[config.mk]
export PLATFORM = sky130hd
export DESIGN_NAME = ipv4_udp_frame_checksum
export DESIGN_NICKNAME = d
export VERILOG_FILES = /design/src/rtl/core/iufc_pkg.sv /design/src/rtl/core/iufc_accum.sv /design/src/rtl/core/iufc_finish.sv /design/src/rtl/core/ipv4_udp_frame_checksum.sv
export SDC_FILE = /design/constraint.sdc
export NUM_CORES = 1
export LEC_CHECK = 0
export BUFFER_PORTS_ARGS = -buffer_cell sky130_fd_sc_hd__buf_2
export CORE_ASPECT_RATIO = 0.75
export CORE_MARGIN = 4
export CORE_UTILIZATION = 55
export DETAILED_ROUTE_END_ITERATION = 7
export PLACE_DENSITY = 0.73
export REMOVE_ABC_BUFFERS = 1
export SKIP_LAST_GASP = 1
export SYNTH_ARGS = -nofsm -noshare
export SYNTH_HDL_FRONTEND = slang
export SYNTH_SLANG_ARGS = --single-unit
export TNS_END_PERCENT = 50
[constraint.sdc]
create_clock -name clk -period 9.7 [get_ports clk]
set_input_delay 0.97 -clock clk [delete_from_list [all_inputs] [get_ports clk]]
set_output_delay 0.97 -clock clk [all_outputs]
set_load 0.1 [all_outputs]
[src/rtl/core/iufc_pkg.sv]
// Shared constants, types and the ones' complement fold for the IPv4/UDP checksum block.
package iufc_pkg;

    localparam int DEFAULT_MAX_FRAME_BYTES = 2048;

    // Frame layout, in bytes from the start of the Ethernet header
    localparam int ETH_HDR_BYTES   = 14;
    localparam int IP_HDR_BYTES    = 20;
    localparam int UDP_HDR_START   = ETH_HDR_BYTES + IP_HDR_BYTES;
    localparam int MIN_FRAME_BYTES = 42;

    // IPv4 header offsets: zeroed length and checksum bytes, start of the addresses
    localparam int IP_LEN_HI   = 2;
    localparam int IP_LEN_LO   = 3;
    localparam int IP_CKSUM_HI = 10;
    localparam int IP_CKSUM_LO = 11;
    localparam int IP_ADDR_OFS = 12;

    // Offsets inside the UDP header whose bytes are taken as zero
    localparam int UDP_ZERO_FIRST = 4;
    localparam int UDP_ZERO_LAST  = 7;

    localparam int IP_SUM_W  = 20;
    localparam int UDP_SUM_W = 28;
    localparam int FOLD_IN_W = 29;
    localparam int LEN_W     = 11;
    localparam int CKSUM_W   = 16;

    localparam logic [CKSUM_W-1:0] PROTO_WORD = 16'h0011;
    localparam logic [CKSUM_W-1:0] CKSUM_ONES = 16'hFFFF;

    typedef enum logic [1:0] {
        STATUS_OK    = 2'd0,
        STATUS_SHORT = 2'd1,
        STATUS_LONG  = 2'd2
    } frame_status_t;

    // Running sums of one finished frame, handed from accumulator to finisher
    typedef struct packed {
        logic [IP_SUM_W-1:0]  ip_sum;
        logic [UDP_SUM_W-1:0] udp_sum;
        logic [7:0]           held_high_byte;
        logic                 overflowed;
    } sum_snap_t;

    // Two end-around-carry folds bring a 29-bit sum down to 16 bits
    function automatic logic [CKSUM_W-1:0] fold16(input logic [FOLD_IN_W-1:0] s);
        logic [CKSUM_W:0] r;
        r = (CKSUM_W+1)'(s[CKSUM_W-1:0]) + (CKSUM_W+1)'(s[FOLD_IN_W-1:CKSUM_W]);
        fold16 = r[CKSUM_W-1:0] + CKSUM_W'(r[CKSUM_W]);
    endfunction

endpackage

[src/rtl/core/iufc_accum.sv]
// Byte accumulator: running header and UDP sums, snapshot register per frame.
module iufc_accum
    import iufc_pkg::*;
#(
    parameter int MAX_FRAME_BYTES = DEFAULT_MAX_FRAME_BYTES,
    parameter int POS_W           = $clog2(MAX_FRAME_BYTES + 1)
)
(
    input  logic             clk,
    input  logic             rst_n,
    input  logic             in_valid,
    output logic             in_ready,
    input  logic [7:0]       frame_byte,
    input  logic             last_byte,
    output logic             snap_valid,
    input  logic             snap_ready,
    output logic [POS_W-1:0] snap_pos,
    output sum_snap_t        snap
);

    logic [POS_W-1:0]     pos_reg, pos_next;
    logic [IP_SUM_W-1:0]  ip_sum_reg, ip_sum_next;
    logic [UDP_SUM_W-1:0] udp_sum_reg, udp_sum_next;
    logic [7:0]           held_reg, held_next;
    logic                 ovf_reg, ovf_next;
    logic                 snap_valid_reg;
    logic [POS_W-1:0]     snap_pos_reg;
    sum_snap_t            snap_reg;

    logic                 in_take;
    logic                 in_ip_hdr;
    logic [4:0]           ip_ofs;
    logic                 ip_skip;
    logic [15:0]          ip_word;
    logic [POS_W-1:0]     udp_ofs;
    logic [7:0]           udp_byte;

    assign in_ready = !snap_valid_reg || snap_ready;
    assign in_take  = in_valid && in_ready;

    always_comb
    begin
        in_ip_hdr = (pos_reg >= POS_W'(ETH_HDR_BYTES)) && (pos_reg < POS_W'(UDP_HDR_START));
        ip_ofs    = 5'(pos_reg - POS_W'(ETH_HDR_BYTES));
        ip_skip   = (ip_ofs == 5'(IP_LEN_HI)) || (ip_ofs == 5'(IP_LEN_LO)) ||
                    (ip_ofs == 5'(IP_CKSUM_HI)) || (ip_ofs == 5'(IP_CKSUM_LO));
        ip_word   = ip_ofs[0] ? {8'h00, frame_byte} : {frame_byte, 8'h00};
        udp_ofs   = pos_reg - POS_W'(UDP_HDR_START);
        udp_byte  = ((udp_ofs >= POS_W'(UDP_ZERO_FIRST)) &&
                     (udp_ofs <= POS_W'(UDP_ZERO_LAST))) ? 8'h00 : frame_byte;

        pos_next     = pos_reg;
        ip_sum_next  = ip_sum_reg;
        udp_sum_next = udp_sum_reg;
        held_next    = held_reg;
        ovf_next     = ovf_reg;

        if (pos_reg < POS_W'(MAX_FRAME_BYTES))
        begin
            pos_next = pos_reg + POS_W'(1);
            if (in_ip_hdr)
            begin
                if (!ip_skip)
                begin
                    ip_sum_next = ip_sum_reg + IP_SUM_W'(ip_word);
                    if (ip_ofs >= 5'(IP_ADDR_OFS))
                    begin
                        udp_sum_next = udp_sum_reg + UDP_SUM_W'(ip_word);
                    end
                end
            end
            else if (pos_reg >= POS_W'(UDP_HDR_START))
            begin
                if (!udp_ofs[0])
                begin
                    held_next = udp_byte;
                end
                else
                begin
                    udp_sum_next = udp_sum_reg + UDP_SUM_W'({held_reg, udp_byte});
                end
            end
        end
        else
        begin
            ovf_next = 1'b1;
        end
    end

    // Frame state and snapshot flag; state clears after the last byte
    always_ff @(posedge clk or negedge rst_n)
    begin
        if (!rst_n)
        begin
            pos_reg        <= '0;
            ip_sum_reg     <= '0;
            udp_sum_reg    <= '0;
            held_reg       <= '0;
            ovf_reg        <= 1'b0;
            snap_valid_reg <= 1'b0;
        end
        else
        begin
            if (in_take)
            begin
                if (last_byte)
                begin
                    pos_reg     <= '0;
                    ip_sum_reg  <= '0;
                    udp_sum_reg <= '0;
                    held_reg    <= '0;
                    ovf_reg     <= 1'b0;
                end
                else
                begin
                    pos_reg     <= pos_next;
                    ip_sum_reg  <= ip_sum_next;
                    udp_sum_reg <= udp_sum_next;
                    held_reg    <= held_next;
                    ovf_reg     <= ovf_next;
                end
            end
            if (in_take && last_byte)
            begin
                snap_valid_reg <= 1'b1;
            end
            else if (snap_ready)
            begin
                snap_valid_reg <= 1'b0;
            end
        end
    end

    always_ff @(posedge clk)
    begin
        if (in_take && last_byte)
        begin
            snap_pos_reg            <= pos_next;
            snap_reg.ip_sum         <= ip_sum_next;
            snap_reg.udp_sum        <= udp_sum_next;
            snap_reg.held_high_byte <= held_next;
            snap_reg.overflowed     <= ovf_next;
        end
    end

    assign snap_valid = snap_valid_reg;
    assign snap_pos   = snap_pos_reg;
    assign snap       = snap_reg;

endmodule

[src/rtl/core/iufc_finish.sv]
// Finisher: lengths, folds and status from a frame snapshot into the result register.
module iufc_finish
    import iufc_pkg::*;
#(
    parameter int MAX_FRAME_BYTES = DEFAULT_MAX_FRAME_BYTES,
    parameter int POS_W           = $clog2(MAX_FRAME_BYTES + 1)
)
(
    input  logic               clk,
    input  logic               rst_n,
    input  logic               snap_valid,
    output logic               snap_ready,
    input  logic [POS_W-1:0]   snap_pos,
    input  sum_snap_t          snap,
    output logic               out_valid,
    input  logic               out_ready,
    output logic [LEN_W-1:0]   ip_total_length,
    output logic [LEN_W-1:0]   udp_length,
    output logic [CKSUM_W-1:0] ip_checksum,
    output logic [CKSUM_W-1:0] udp_checksum,
    output logic [1:0]         frame_status
);

    localparam int LW = (POS_W > LEN_W) ? POS_W : LEN_W;

    logic                 out_valid_reg;
    logic [LEN_W-1:0]     ip_len_reg;
    logic [LEN_W-1:0]     udp_len_reg;
    logic [CKSUM_W-1:0]   ip_ck_reg;
    logic [CKSUM_W-1:0]   udp_ck_reg;
    frame_status_t        status_reg;

    logic                 snap_take;
    logic                 short_frame;
    logic [LW-1:0]        ip_len;
    logic [LW-1:0]        udp_len;
    logic [FOLD_IN_W-1:0] ip_fold_in;
    logic [FOLD_IN_W-1:0] udp_fold_in;
    logic [CKSUM_W-1:0]   ip_ck;
    logic [CKSUM_W-1:0]   udp_ck_raw;
    logic [CKSUM_W-1:0]   udp_ck;
    frame_status_t        status;

    assign snap_ready = !out_valid_reg || out_ready;
    assign snap_take  = snap_valid && snap_ready;

    always_comb
    begin
        short_frame = snap_pos < POS_W'(MIN_FRAME_BYTES);
        ip_len      = LW'(snap_pos) - LW'(ETH_HDR_BYTES);
        udp_len     = LW'(snap_pos) - LW'(UDP_HDR_START);
        ip_fold_in  = FOLD_IN_W'(snap.ip_sum) + FOLD_IN_W'(ip_len);
        // odd UDP length: the held byte is the high half of a padded word
        udp_fold_in = FOLD_IN_W'(snap.udp_sum) + FOLD_IN_W'(PROTO_WORD) +
                      FOLD_IN_W'({udp_len, 1'b0}) +
                      (udp_len[0] ? FOLD_IN_W'({snap.held_high_byte, 8'h00})
                                  : FOLD_IN_W'(0));
        ip_ck       = ~fold16(ip_fold_in);
        udp_ck_raw  = ~fold16(udp_fold_in);
        udp_ck      = (udp_ck_raw == '0) ? CKSUM_ONES : udp_ck_raw;
        if (short_frame)
        begin
            status = STATUS_SHORT;
        end
        else if (snap.overflowed)
        begin
            status = STATUS_LONG;
        end
        else
        begin
            status = STATUS_OK;
        end
    end

    always_ff @(posedge clk or negedge rst_n)
    begin
        if (!rst_n)
        begin
            out_valid_reg <= 1'b0;
        end
        else if (snap_ready)
        begin
            out_valid_reg <= snap_valid;
        end
    end

    always_ff @(posedge clk)
    begin
        if (snap_take)
        begin
            status_reg <= status;
            if (short_frame)
            begin
                ip_len_reg  <= '0;
                udp_len_reg <= '0;
                ip_ck_reg   <= '0;
                udp_ck_reg  <= '0;
            end
            else
            begin
                ip_len_reg  <= ip_len[LEN_W-1:0];
                udp_len_reg <= udp_len[LEN_W-1:0];
                ip_ck_reg   <= ip_ck;
                udp_ck_reg  <= udp_ck;
            end
        end
    end

    assign out_valid       = out_valid_reg;
    assign ip_total_length = ip_len_reg;
    assign udp_length      = udp_len_reg;
    assign ip_checksum     = ip_ck_reg;
    assign udp_checksum    = udp_ck_reg;
    assign frame_status    = status_reg;

endmodule

[src/rtl/core/ipv4_udp_frame_checksum.sv]
// Top level of the IPv4/UDP frame length and checksum generator.
//
// Input channel (in_valid/in_ready): one frame byte per transfer in wire order,
// last_byte high on the final byte. Layout: 14-byte Ethernet header, 20-byte
// IPv4 header without options, then UDP header and payload. Length and
// checksum fields of the incoming headers are ignored (summed as zero).
// Output channel (out_valid/out_ready): one transfer per frame carrying the
// IPv4 total length, UDP length, IPv4 header checksum, UDP checksum (pseudo
// header included, zero sent as all ones) and a status: ok, short (under 42
// bytes, all other fields zero) or long (bytes past MAX_FRAME_BYTES dropped).
// Throughput: one byte per cycle, frames back to back, while in_ready stays high.
// Path: the last byte's transfer loads the accumulator's snapshot register;
// the snapshot then loads the finisher's result register once that register
// is free (empty or being read by out_ready), which raises out_valid.
// Stall: a result waiting on out_ready holds; the snapshot register takes the
// next frame's result, and in_ready drops only while both are full.
// Reset: sums, byte count and both valid flags clear; no result is pending.
module ipv4_udp_frame_checksum
    import iufc_pkg::*;
#(
    parameter int MAX_FRAME_BYTES = DEFAULT_MAX_FRAME_BYTES
)
(
    input  logic               clk,
    input  logic               rst_n,
    input  logic               in_valid,
    output logic               in_ready,
    input  logic [7:0]         frame_byte,
    input  logic               last_byte,
    output logic               out_valid,
    input  logic               out_ready,
    output logic [LEN_W-1:0]   ip_total_length,
    output logic [LEN_W-1:0]   udp_length,
    output logic [CKSUM_W-1:0] ip_checksum,
    output logic [CKSUM_W-1:0] udp_checksum,
    output logic [1:0]         frame_status
);

    // byte count must reach MAX_FRAME_BYTES itself
    localparam int POS_W = $clog2(MAX_FRAME_BYTES + 1);

    logic             snap_valid;
    logic             snap_ready;
    logic [POS_W-1:0] snap_pos;
    sum_snap_t        snap;

    iufc_accum #(
        .MAX_FRAME_BYTES (MAX_FRAME_BYTES),
        .POS_W           (POS_W)
    ) u_accum (
        .clk        (clk),
        .rst_n      (rst_n),
        .in_valid   (in_valid),
        .in_ready   (in_ready),
        .frame_byte (frame_byte),
        .last_byte  (last_byte),
        .snap_valid (snap_valid),
        .snap_ready (snap_ready),
        .snap_pos   (snap_pos),
        .snap       (snap)
    );

    iufc_finish #(
        .MAX_FRAME_BYTES (MAX_FRAME_BYTES),
        .POS_W           (POS_W)
    ) u_finish (
        .clk             (clk),
        .rst_n           (rst_n),
        .snap_valid      (snap_valid),
        .snap_ready      (snap_ready),
        .snap_pos        (snap_pos),
        .snap            (snap),
        .out_valid       (out_valid),
        .out_ready       (out_ready),
        .ip_total_length (ip_total_length),
        .udp_length      (udp_length),
        .ip_checksum     (ip_checksum),
        .udp_checksum    (udp_checksum),
        .frame_status    (frame_status)
    );

endmodule

# After elaboration in Yosys (flattened, before gate mapping)
# Cells that the tools add are included.
[word_totals] reg_bits=196 inputBits=13 output_inout_bits=58 wordCells=88
[classes] add_sub_neg=16 order_cmp=8 eq_ne=4 mux=27 n_bitwise=2 n_reduce_logical=14
[ops] operator="28-bit two-way mux" count=7
[ops] operator="20-bit two-way mux" count=4
[ops] operator="28-bit by 16-bit adder with 28-bit output" count=2
[ops] operator="16-bit two-way mux" count=3
[ops] operator="8-bit two-way mux" count=6
[ops] operator="16-bit by 13-bit adder with 17-bit output" count=2
[ops] operator="16-bit by 1-bit adder with 16-bit output" count=2
[ops] operator="16-bit NOT" count=2
[ops] operator="28-bit by 5-bit adder with 29-bit output, second input constant" count=1
[ops] operator="29-bit by 13-bit adder with 29-bit output" count=1
[ops] operator="29-bit adder" count=1
[ops] operator="12-bit by 6-bit < comparator with 1-bit output, second input constant" count=2
[ops] operator="12-bit two-way mux" count=2
[ops] operator="12-bit by 6-bit subtractor with 12-bit output, second input constant" count=2
[ops] operator="20-bit by 12-bit adder with 21-bit output" count=1
[ops] operator="20-bit by 16-bit adder with 20-bit output" count=1
[ops] operator="16-bit logical NOT" count=1
[ops] operator="12-bit by 1-bit adder with 12-bit output, second input constant" count=1
[ops] operator="12-bit by 3-bit greater-or-equal comparator with 1-bit output, second input constant" count=1
[ops] operator="12-bit by 4-bit greater-or-equal comparator with 1-bit output, second input constant" count=1
[ops] operator="12-bit by 6-bit greater-or-equal comparator with 1-bit output, second input constant" count=1
[ops] operator="12-bit by 3-bit <= comparator with 1-bit output, second input constant" count=1
[ops] operator="12-bit < comparator, second input constant" count=1
[ops] operator="12-bit by 4-bit subtractor with 12-bit output, second input constant" count=1
[ops] operator="other kinds (10)" count=24

# Logic depth before layout (Yosys ltp)
# Gate-level depths: netlist of run 1.
[logic_depth] depth_word=10 mapped_depth=38 depth_no_buf=35

# By module
# Synthesis of run 1 repeated with hierarchy kept, for this count alone.
[hier_totals] cells_unflattened=1618 area_unflattened_um2=15109.5
[modules_own_cells] module="iufc_accum" n_inst=1 cells_per_inst=919 area_per_inst_um2=8907.3 seq_area_each_um2=3823.7
[modules_own_cells] module="iufc_finish" n_inst=1 cells_per_inst=699 area_per_inst_um2=6202.2 seq_area_each_um2=1646.6

# Least setup slack after synthesis of run 1
# OpenSTA, ideal clock, no wires.
[synth_path] kind="register -> register" start="register u_accum.snap_pos_reg[4] (netlist: u_accum.snap_pos[4])" end="register u_finish.udp_ck_reg[10] (netlist: u_finish.udp_checksum[10]), data pin" setup_ns=0.154 t_arrival_ns=7.283 required_ns=9.546 slack_ns=2.263 path_stages_with_launch=35 n_path_buf=3 period_less_slack_ns=7.437 path_cell_list="edfxtp_1 > clkbuf_1 > o41ai_1 > nand2_1 > xnor2_1 > fa_1 > ha_1 > a21oi_1 > o21ai_0 > a211o_1 > o211ai_1 > a21oi_1 > o21ai_0 > a21boi_0 > o21ai_0 > nor2_1 > xor2_1 > ha_1 > nand4_1 > o22a_1 > o311ai_2 > a31oi_1 > or3_1 > nor2_1 > ha_1 > nand2_1 > nor2_1 > and3_1 > clkbuf_1 > nand4_1 > o31ai_1 > xnor2_1 > nand2_2 > buf_4 > o22ai_1"
[synth_between] elab_chain_len=8 word_cells_on_any_way=9 cone_classes="add/sub (5); order compare (1); mux (1); bitwise (1); reduce/logical (1)"
[synth_lines] element="from (decl)" line="iufc_accum.sv:27" text="logic [POS_W-1:0] snap_pos_reg;"
[synth_lines] element="from (signal assigned)" line="iufc_accum.sv:138" text="snap_pos_reg <= pos_next;"
[synth_lines] element="12-bit by 6-bit subtractor with 12-bit output (*)" line="iufc_finish.sv:51" text="udp_len = LW'(snap_pos) - LW'(UDP_HDR_START);"
[synth_lines] element="net u_finish.udp_len[8]" line="iufc_finish.sv:36" text="logic [LW-1:0] udp_len;"
[synth_lines] element="29-bit by 13-bit adder with 29-bit output (*)" line="iufc_finish.sv:54" text="udp_fold_in = FOLD_IN_W'(snap.udp_sum) + FOLD_IN_W'(PROTO_WORD) +"
[synth_lines] element="29-bit adder (*)" line="iufc_finish.sv:55" text="FOLD_IN_W'({udp_len, 1'b0}) +"
[synth_lines] element="16-bit by 13-bit adder with 17-bit output (*)" line="iufc_pkg.sv:49" text="r = (CKSUM_W+1)'(s[CKSUM_W-1:0]) + (CKSUM_W+1)'(s[FOLD_IN_W-1:CKSUM_W]);"
[synth_lines] element="16-bit by 1-bit adder with 16-bit output (*)" line="iufc_pkg.sv:50" text="fold16 = r[CKSUM_W-1:0] + CKSUM_W'(r[CKSUM_W]);"
[synth_lines] element="16-bit NOT (*)" line="iufc_finish.sv:59" text="udp_ck_raw = ~fold16(udp_fold_in);"
[synth_lines] element="16-bit logical NOT" line="iufc_finish.sv:60" text="udp_ck = (udp_ck_raw == '0) ? CKSUM_ONES : udp_ck_raw;"
[synth_lines] element="16-bit two-way mux (*)" line="iufc_finish.sv:60"
[synth_lines] element="to (signal assigned)" line="iufc_finish.sv:104" text="udp_ck_reg <= udp_ck;"
[synth_lines] element="to (decl)" line="iufc_finish.sv:30" text="logic [CKSUM_W-1:0] udp_ck_reg;"
# The timed path passes the listed nets; every way through them passes the cells marked *.
# A chain may end at the register's enable or synchronous reset.

# Final worst setup path of run 1
[layout_path] start="register u_accum.snap_pos_reg[1] (netlist: u_accum.snap_pos[1])" end="register u_finish.udp_ck_reg[10] (netlist: u_finish.udp_checksum[10]), data pin"
[layout_between] elab_chain_len=8 word_cells_on_any_way=9 cone_classes="add/sub (5); order compare (1); mux (1); bitwise (1); reduce/logical (1)"
[layout_lines] element="12-bit by 6-bit subtractor with 12-bit output" line="iufc_finish.sv:51"
[layout_lines] element="29-bit by 13-bit adder with 29-bit output" line="iufc_finish.sv:54"
[layout_lines] element="29-bit adder" line="iufc_finish.sv:55"
[layout_lines] element="16-bit by 13-bit adder with 17-bit output" line="iufc_pkg.sv:49"
[layout_lines] element="16-bit by 1-bit adder with 16-bit output" line="iufc_pkg.sv:50"
[layout_lines] element="16-bit NOT" line="iufc_finish.sv:59"
[layout_lines] element="16-bit logical NOT" line="iufc_finish.sv:60"
[layout_lines] element="16-bit two-way mux" line="iufc_finish.sv:60"
# Several ways; a longest one is shown, not always the timed one.

==> flow_summary.yaml, run 1 <==
placement:
  dp_hpwl_mm: 28.8
  finalWeightedCongestion: 0.934
  io_buffers: 70
  post-place-ws_ns: 1.50
setup_path:
  critPathCapture: "u_finish.udp_checksum[10]"
  crit_path_start: "u_accum.snap_pos[1]"
  critPathCaptureType: "flip-flop"
  r2r-end: "u_finish.udp_checksum[10]"
  cpPeakStageDelay_ns: 0.63
  rrSetupSlack_ns: 1.27
  crit_path_start_kind: "flip-flop"
  r2r_cells: 35
  worstPathMaxFanout: 15
  crit_required_ns: 9.96
  worstReg2RegStart: "u_accum.snap_pos[1]"
  cpMaxStageDelayCell: "a2111oi_0"
  crit_top_cell: "ha_1"
  crit_arrival_ns: 8.69
  crit_type: "reg2reg"
finish:
  largest_reg_flops: 57
  nNetsFinal: 1770
  nFillCells: 2164
  area_growth_pct: 8.24
  utilization_pct: 61.3
  drive_gt1_share_pct: 9.64
outcome:
  status: "finished clean"
clock_network:
  clock_sinks: 194
  clk_pin_slew_ns: 0.08
  htree_levels: 4
  cts.repair.resized: 0
  cts_setup_buffers: 0
  clk_latency_ns: 0.44
  holdBufCountCts: 0
  clk_path_buf_depth: 2
  cts_root_buffer: "clkbuf_16"
  cts_tree: "built"
  cts_buffers: 17
power_and_ir_drop:
  power_frac_seq_pct: 34.2
  p_clk_share_pct: 26.7
  p_int_mw: 1.71
  p_switching_mw: 1.16
  power_density_mw_per_mm2: 177
  combPwrFrac_pct: 39.1
  peakVddDrop_mv: 0.155
  p_leak_nw: 6.88
  swShare_pct: 40.4
  p_total_mw: 2.86
synthesis:
  yosysTopAreaCell: "edfxtp_1"
  synth_area_leaders: "edfxtp_1, dfrtp_1, ha_1"
  synthFlopType: "edfxtp_1"
  yosysTopAreaCellShare_pct: 24.8
  yosysMostFrequentCell: "nand2_1"
  synth_seq_cells: 194
  synth-seq-area-share_pct: 36.7
  ys_types: 87
  syn_area_mm2: 0.0149
  yosys_warnings: 0
  synth_common_cells: "nand2_1, nor2_1, edfxtp_1, ha_1, xnor2_1"
  synthArstFlopShare_pct: 36.6
  synthCells: 1583
  synth_edf_count: 123
  synth.avg_cell_area_um2: 9.42
die:
  start_util_pct: 56.6
  boundaryPins: 71
  fp.dieW_um: 198
  core_mm2: 0.0264
  rows: 51
  dieArea_mm2: 0.0299
  die_y_um: 151
sta:
  finalSetupTns_ns: 0
  slew_violations: 0
  rsz0062_at_grt: "no"
  setup_ws_ns: 1.27
  clock_skew_ns: 0.0119
  slew_headroom_pct: 31.3
  worst_pin_slew_ns: 1.03
  fmax_mhz: 119
  hold_viol: 0
  fin_crit_ns: 8.43
  fin_crit_sh_pct: 86.9
  hold_ws_ns: 0.477
  setup_viol: 0
detailed_routing:
  drc: 0
  dr.pass1.iters: 6
  viasPerCell: 6.19
  antenna_left: 0
  via_count: 12300
  routed_wl_mm: 38.9
  wire_per_inst_um: 19.6
  drt_iter0_drc: 1240
global_route:
  grt_pass1_vias: 11000
  grt_max_degree: 72
  grt_usage_pct: 25.8
  antenna_found_initial: 4
  grt_pass1_wl_mm: 61.0
  gr-total-overflow: 0
worst_hold_path:
  hold_path.class: "reg2reg"
job:
  max-cap-violations: 0
cell families after synthesis:
kind of cell	after synthesis	synth area share [%]
muxes	13	0.956
and+or+nand+nor	500	16.8
adders and majority gates	131	11.6
DFF	194	36.7
xor gates and xnor gates	166	9.80
AOI/OAI and AO/OA	460	20.9
buffers and inverters	119	3.30
power groups by stage:
stage	clock (mW)	combinational (mW)	sequential, mW
5_1_grt	0.807	1.21	0.984
2_1_floorplan	0	0.667	1.20
4_1_cts	0.775	1.11	0.978
6_report	0.763	1.12	0.978
3_5_place_dp	0	1.10	0.996
3_3_place_gp	0	1.10	0.995
worst min-delay path by stage:
stage | from | to | slack [ns] | depth (start not counted)
after CTS | u_accum.snap_valid | u_finish.out_valid | 0.48 | 1
after global routing | u_accum.snap_valid | u_finish.out_valid | 0.52 | 1
final | u_accum.snap_valid | u_finish.out_valid | 0.48 | 1
after global placement | u_accum.snap_valid | u_finish.out_valid | 0.46 | 1
after floorplan | u_accum.snap_valid | u_finish.out_valid | 0.45 | 1
after detailed placement | u_accum.snap_valid | u_finish.out_valid | 0.48 | 1
layout by cell type, fill, tap and decap left out, types with 18 or more instances in the layout:
master / instances
ha_1: 119
dfrtp_1: 71
o22ai_1: 18
a21oi_1: 97
nand3_1: 34
o21ai_0: 100
xnor2_1: 104
and3_1: 23
o21a_1: 23
nand2_1: 128
a211oi_1: 22
inv_1: 63
and2_1: 49
o211ai_1: 20
nor2b_1: 23
xor2_1: 61
nor3_1: 23
edfxtp_1: 123
a22o_1: 36
a21o_1: 27
nor2_1: 125
buf_2: 70
stage by stage:
stage,cells,cell area [µm²]
finish,1984,16100
global route,1983,16100
CTS,1983,16100
detailed placement,1951,15500
global placement,1951,15500
floorplan,1528,14700
layer usage:
layer  GRT usage (%)  vias up  wire length [µm]
met5               0        -                13
met4            4.61        2               359
met3            5.97       28              3640
met2            35.6      539             15600
met1            41.3     5808             19200
li1                -     5897                 -
layout make-up:
class	count	area [µm²]	share of cell area, %
Antenna cell	1	2.50	0.0155
Clock buffer	18	439	2.72
Clock inverter	14	188	1.16
Inverter	64	240	1.49
Multi-Input combinational cell	1270	8960	55.5
Sequential cell	194	5470	33.9
Tap cell	344	430	2.67
Timing Repair Buffer	79	418	2.59
critical path, delay by kind of cell, from the launching register on:
family | cells | cell delay [ns]
DFF | 1 | 0.53
adders and majority gates | 5 | 1.57
xor gates and xnor gates | 3 | 0.51
buffers and inverters | 2 | 0.21
AOI/OAI and AO/OA | 13 | 3.04
and+or+nand+nor | 12 | 2.39
(Power assumes the default switching activity.)
==> inputs of run 2 (changes only) <==
CTS_BUF_LIST = sky130_fd_sc_hd__clkbuf_4 sky130_fd_sc_hd__clkbuf_8   (was unset)
==> run 2 against run 1 <==
- maximum frequency down 0.19%
- worst setup slack got worse by 0.016 ns
- global-route usage shrank 0.20 points
- flip-flop and latch count did not move
- largest cell class unchanged
- non-clock buffer count unchanged
- sequential share of layout area rose by 0.41 points
- clock power decreased by 22%
- cell count barely moved
- cell area shrank 1.2%
- via count is 0.56% lower
==> flow_summary.yaml, run 2 (synthesized netlist as in run 1, its figures left out) <==
clock_network:
  clk_pin_slew_ns: 0.11
  cts_buffers: 17
  holdBufCountCts: 0
  htree_levels: 4
  clock_sinks: 194
  cts_root_buffer: "clkbuf_8"
  cts_setup_buffers: 0
  cts_tree: "built"
  clk_path_buf_depth: 2
  clk_latency_ns: 0.50
  cts.repair.resized: 0
sta:
  hold_viol: 0
  rsz0062_at_grt: "no"
  finalSetupTns_ns: 0
  slew_headroom_pct: 29.3
  clock_skew_ns: 0.0180
  fin_crit_ns: 8.44
  worst_pin_slew_ns: 1.06
  fin_crit_sh_pct: 87.0
  slew_violations: 0
  setup_viol: 0
  fmax_mhz: 118
power_and_ir_drop:
  power_frac_seq_pct: 36.4
  p_int_mw: 1.55
  combPwrFrac_pct: 41.5
  p_clk_share_pct: 22.1
  power_density_mw_per_mm2: 169
  swShare_pct: 42.2
  p_leak_nw: 6.79
  peakVddDrop_mv: 0.110
  p_switching_mw: 1.14
placement:
  place_inst: 1951
  dp_hpwl_mm: 28.8
  io_buffers: 70
  finalWeightedCongestion: 0.934
die:
  start_util_pct: 56.6
  rows: 51
  die_y_um: 151
  dieArea_mm2: 0.0299
  core_mm2: 0.0264
  boundaryPins: 71
  fp.dieW_um: 198
setup_path:
  critPathCaptureType: "flip-flop"
  cpPeakStageDelay_ns: 0.64
  crit_arrival_ns: 8.76
  crit_path_start: "u_accum.snap_pos[1]"
  r2r_cells: 35
  critPathCapture: "u_finish.udp_checksum[10]"
  worstReg2RegStart: "u_accum.snap_pos[1]"
  crit_top_cell: "ha_1"
  rrSetupSlack_ns: 1.26
  cpMaxStageDelayCell: "a2111oi_0"
  worstPathMaxFanout: 15
  crit_path_start_kind: "flip-flop"
  crit_type: "reg2reg"
  crit_required_ns: 10.02
  r2r-end: "u_finish.udp_checksum[10]"
global_route:
  grt_pass1_vias: 10900
  grt_pass1_wl_mm: 60.8
  grt_usage_pct: 25.6
  antenna_found_initial: 3
  grt_max_degree: 72
  gr-total-overflow: 0
detailed_routing:
  drt_iter0_drc: 1297
  routed_wl_mm: 38.5
  drc: 0
  wire_per_inst_um: 19.4
  dr.pass1.iters: 5
  via_count: 12200
  viasPerCell: 6.15
  antenna_left: 0
outcome:
  status: "finished clean"
finish:
  fin_cells: 1983
  layout_common_cells: "nand2_1, nor2_1, edfxtp_1"
  area_growth_pct: 6.94
  layout_commonest_cell: "nand2_1"
  drive_gt1_share_pct: 9.64
  largest_reg_flops: 57
  nNetsFinal: 1770
  utilization_pct: 60.5
  antenna_cells: 0
job:
  max-cap-violations: 0
worst_hold_path:
  hold_path.class: "reg2reg"
[run 2: final cells by class]
| type | count | area [µm²] |
|---|---|---|
| fill | 2209 | 10400 |
| multi-input combinational | 1270 | 8960 |
| sequential | 194 | 5470 |
| tap | 344 | 430 |
| timing repair buffer | 79 | 418 |
| clock buffer | 18 | 248 |
| inverter | 64 | 240 |
| clock inverter | 14 | 188 |
[run 2: worst min path at each step]
stage / startpoint / end / slack (ns) / cells after the start
after CTS: u_accum.snap_valid / u_finish.out_valid / 0.49 / 1
after detailed placement: u_accum.snap_valid / u_finish.out_valid / 0.48 / 1
after global placement: u_accum.snap_valid / u_finish.out_valid / 0.46 / 1
after global routing: u_accum.snap_valid / u_finish.out_valid / 0.54 / 1
after floorplan: u_accum.snap_valid / u_finish.out_valid / 0.45 / 1
final: u_accum.snap_valid / u_finish.out_valid / 0.49 / 1
[run 2: stage by stage]
step                      hold slack [ns]  worst slack, ns  power (mW)  cell area (µm²)
after floorplan                     0.449             2.46        1.87            14700
after global placement              0.460             1.70        2.09            15500
after detailed placement            0.475             1.50        2.09            15500
after CTS                           0.492             1.44        2.68            16000
after global routing                0.538            0.530        2.83            16000
final                               0.487             1.26        2.69            16000
[run 2: metal layers]
metal  up-vias  share of wire [%]  GRT usage [%]
met5         -              0.034              0
met4         2                1.1           5.02
met3        33                9.3           5.44
met2       507                 40           35.0
met1      5773                 50           41.4
li1       5890                  -              -
[run 2: critical path: cells and delay by family, from the launching register on]
kind / cells / cell delay (ns)
DFF: 1 / 0.54
xor gates and xnor gates: 3 / 0.52
AOI/OAI and AO/OA: 13 / 3.06
adders and majority gates: 5 / 1.56
and+or+nand+nor: 12 / 2.36
buffers and inverters: 2 / 0.22
[run 2: power by group through the flow]
| stage | Combinational, mW | Clock, mW | Sequential [mW] |
|---|---|---|---|
| after floorplan | 0.667 | 0 | 1.20 |
| after global placement | 1.10 | 0 | 0.995 |
| after detailed placement | 1.10 | 0 | 0.996 |
| after CTS | 1.11 | 0.602 | 0.978 |
| after global routing | 1.21 | 0.633 | 0.984 |
| final | 1.12 | 0.595 | 0.978 |
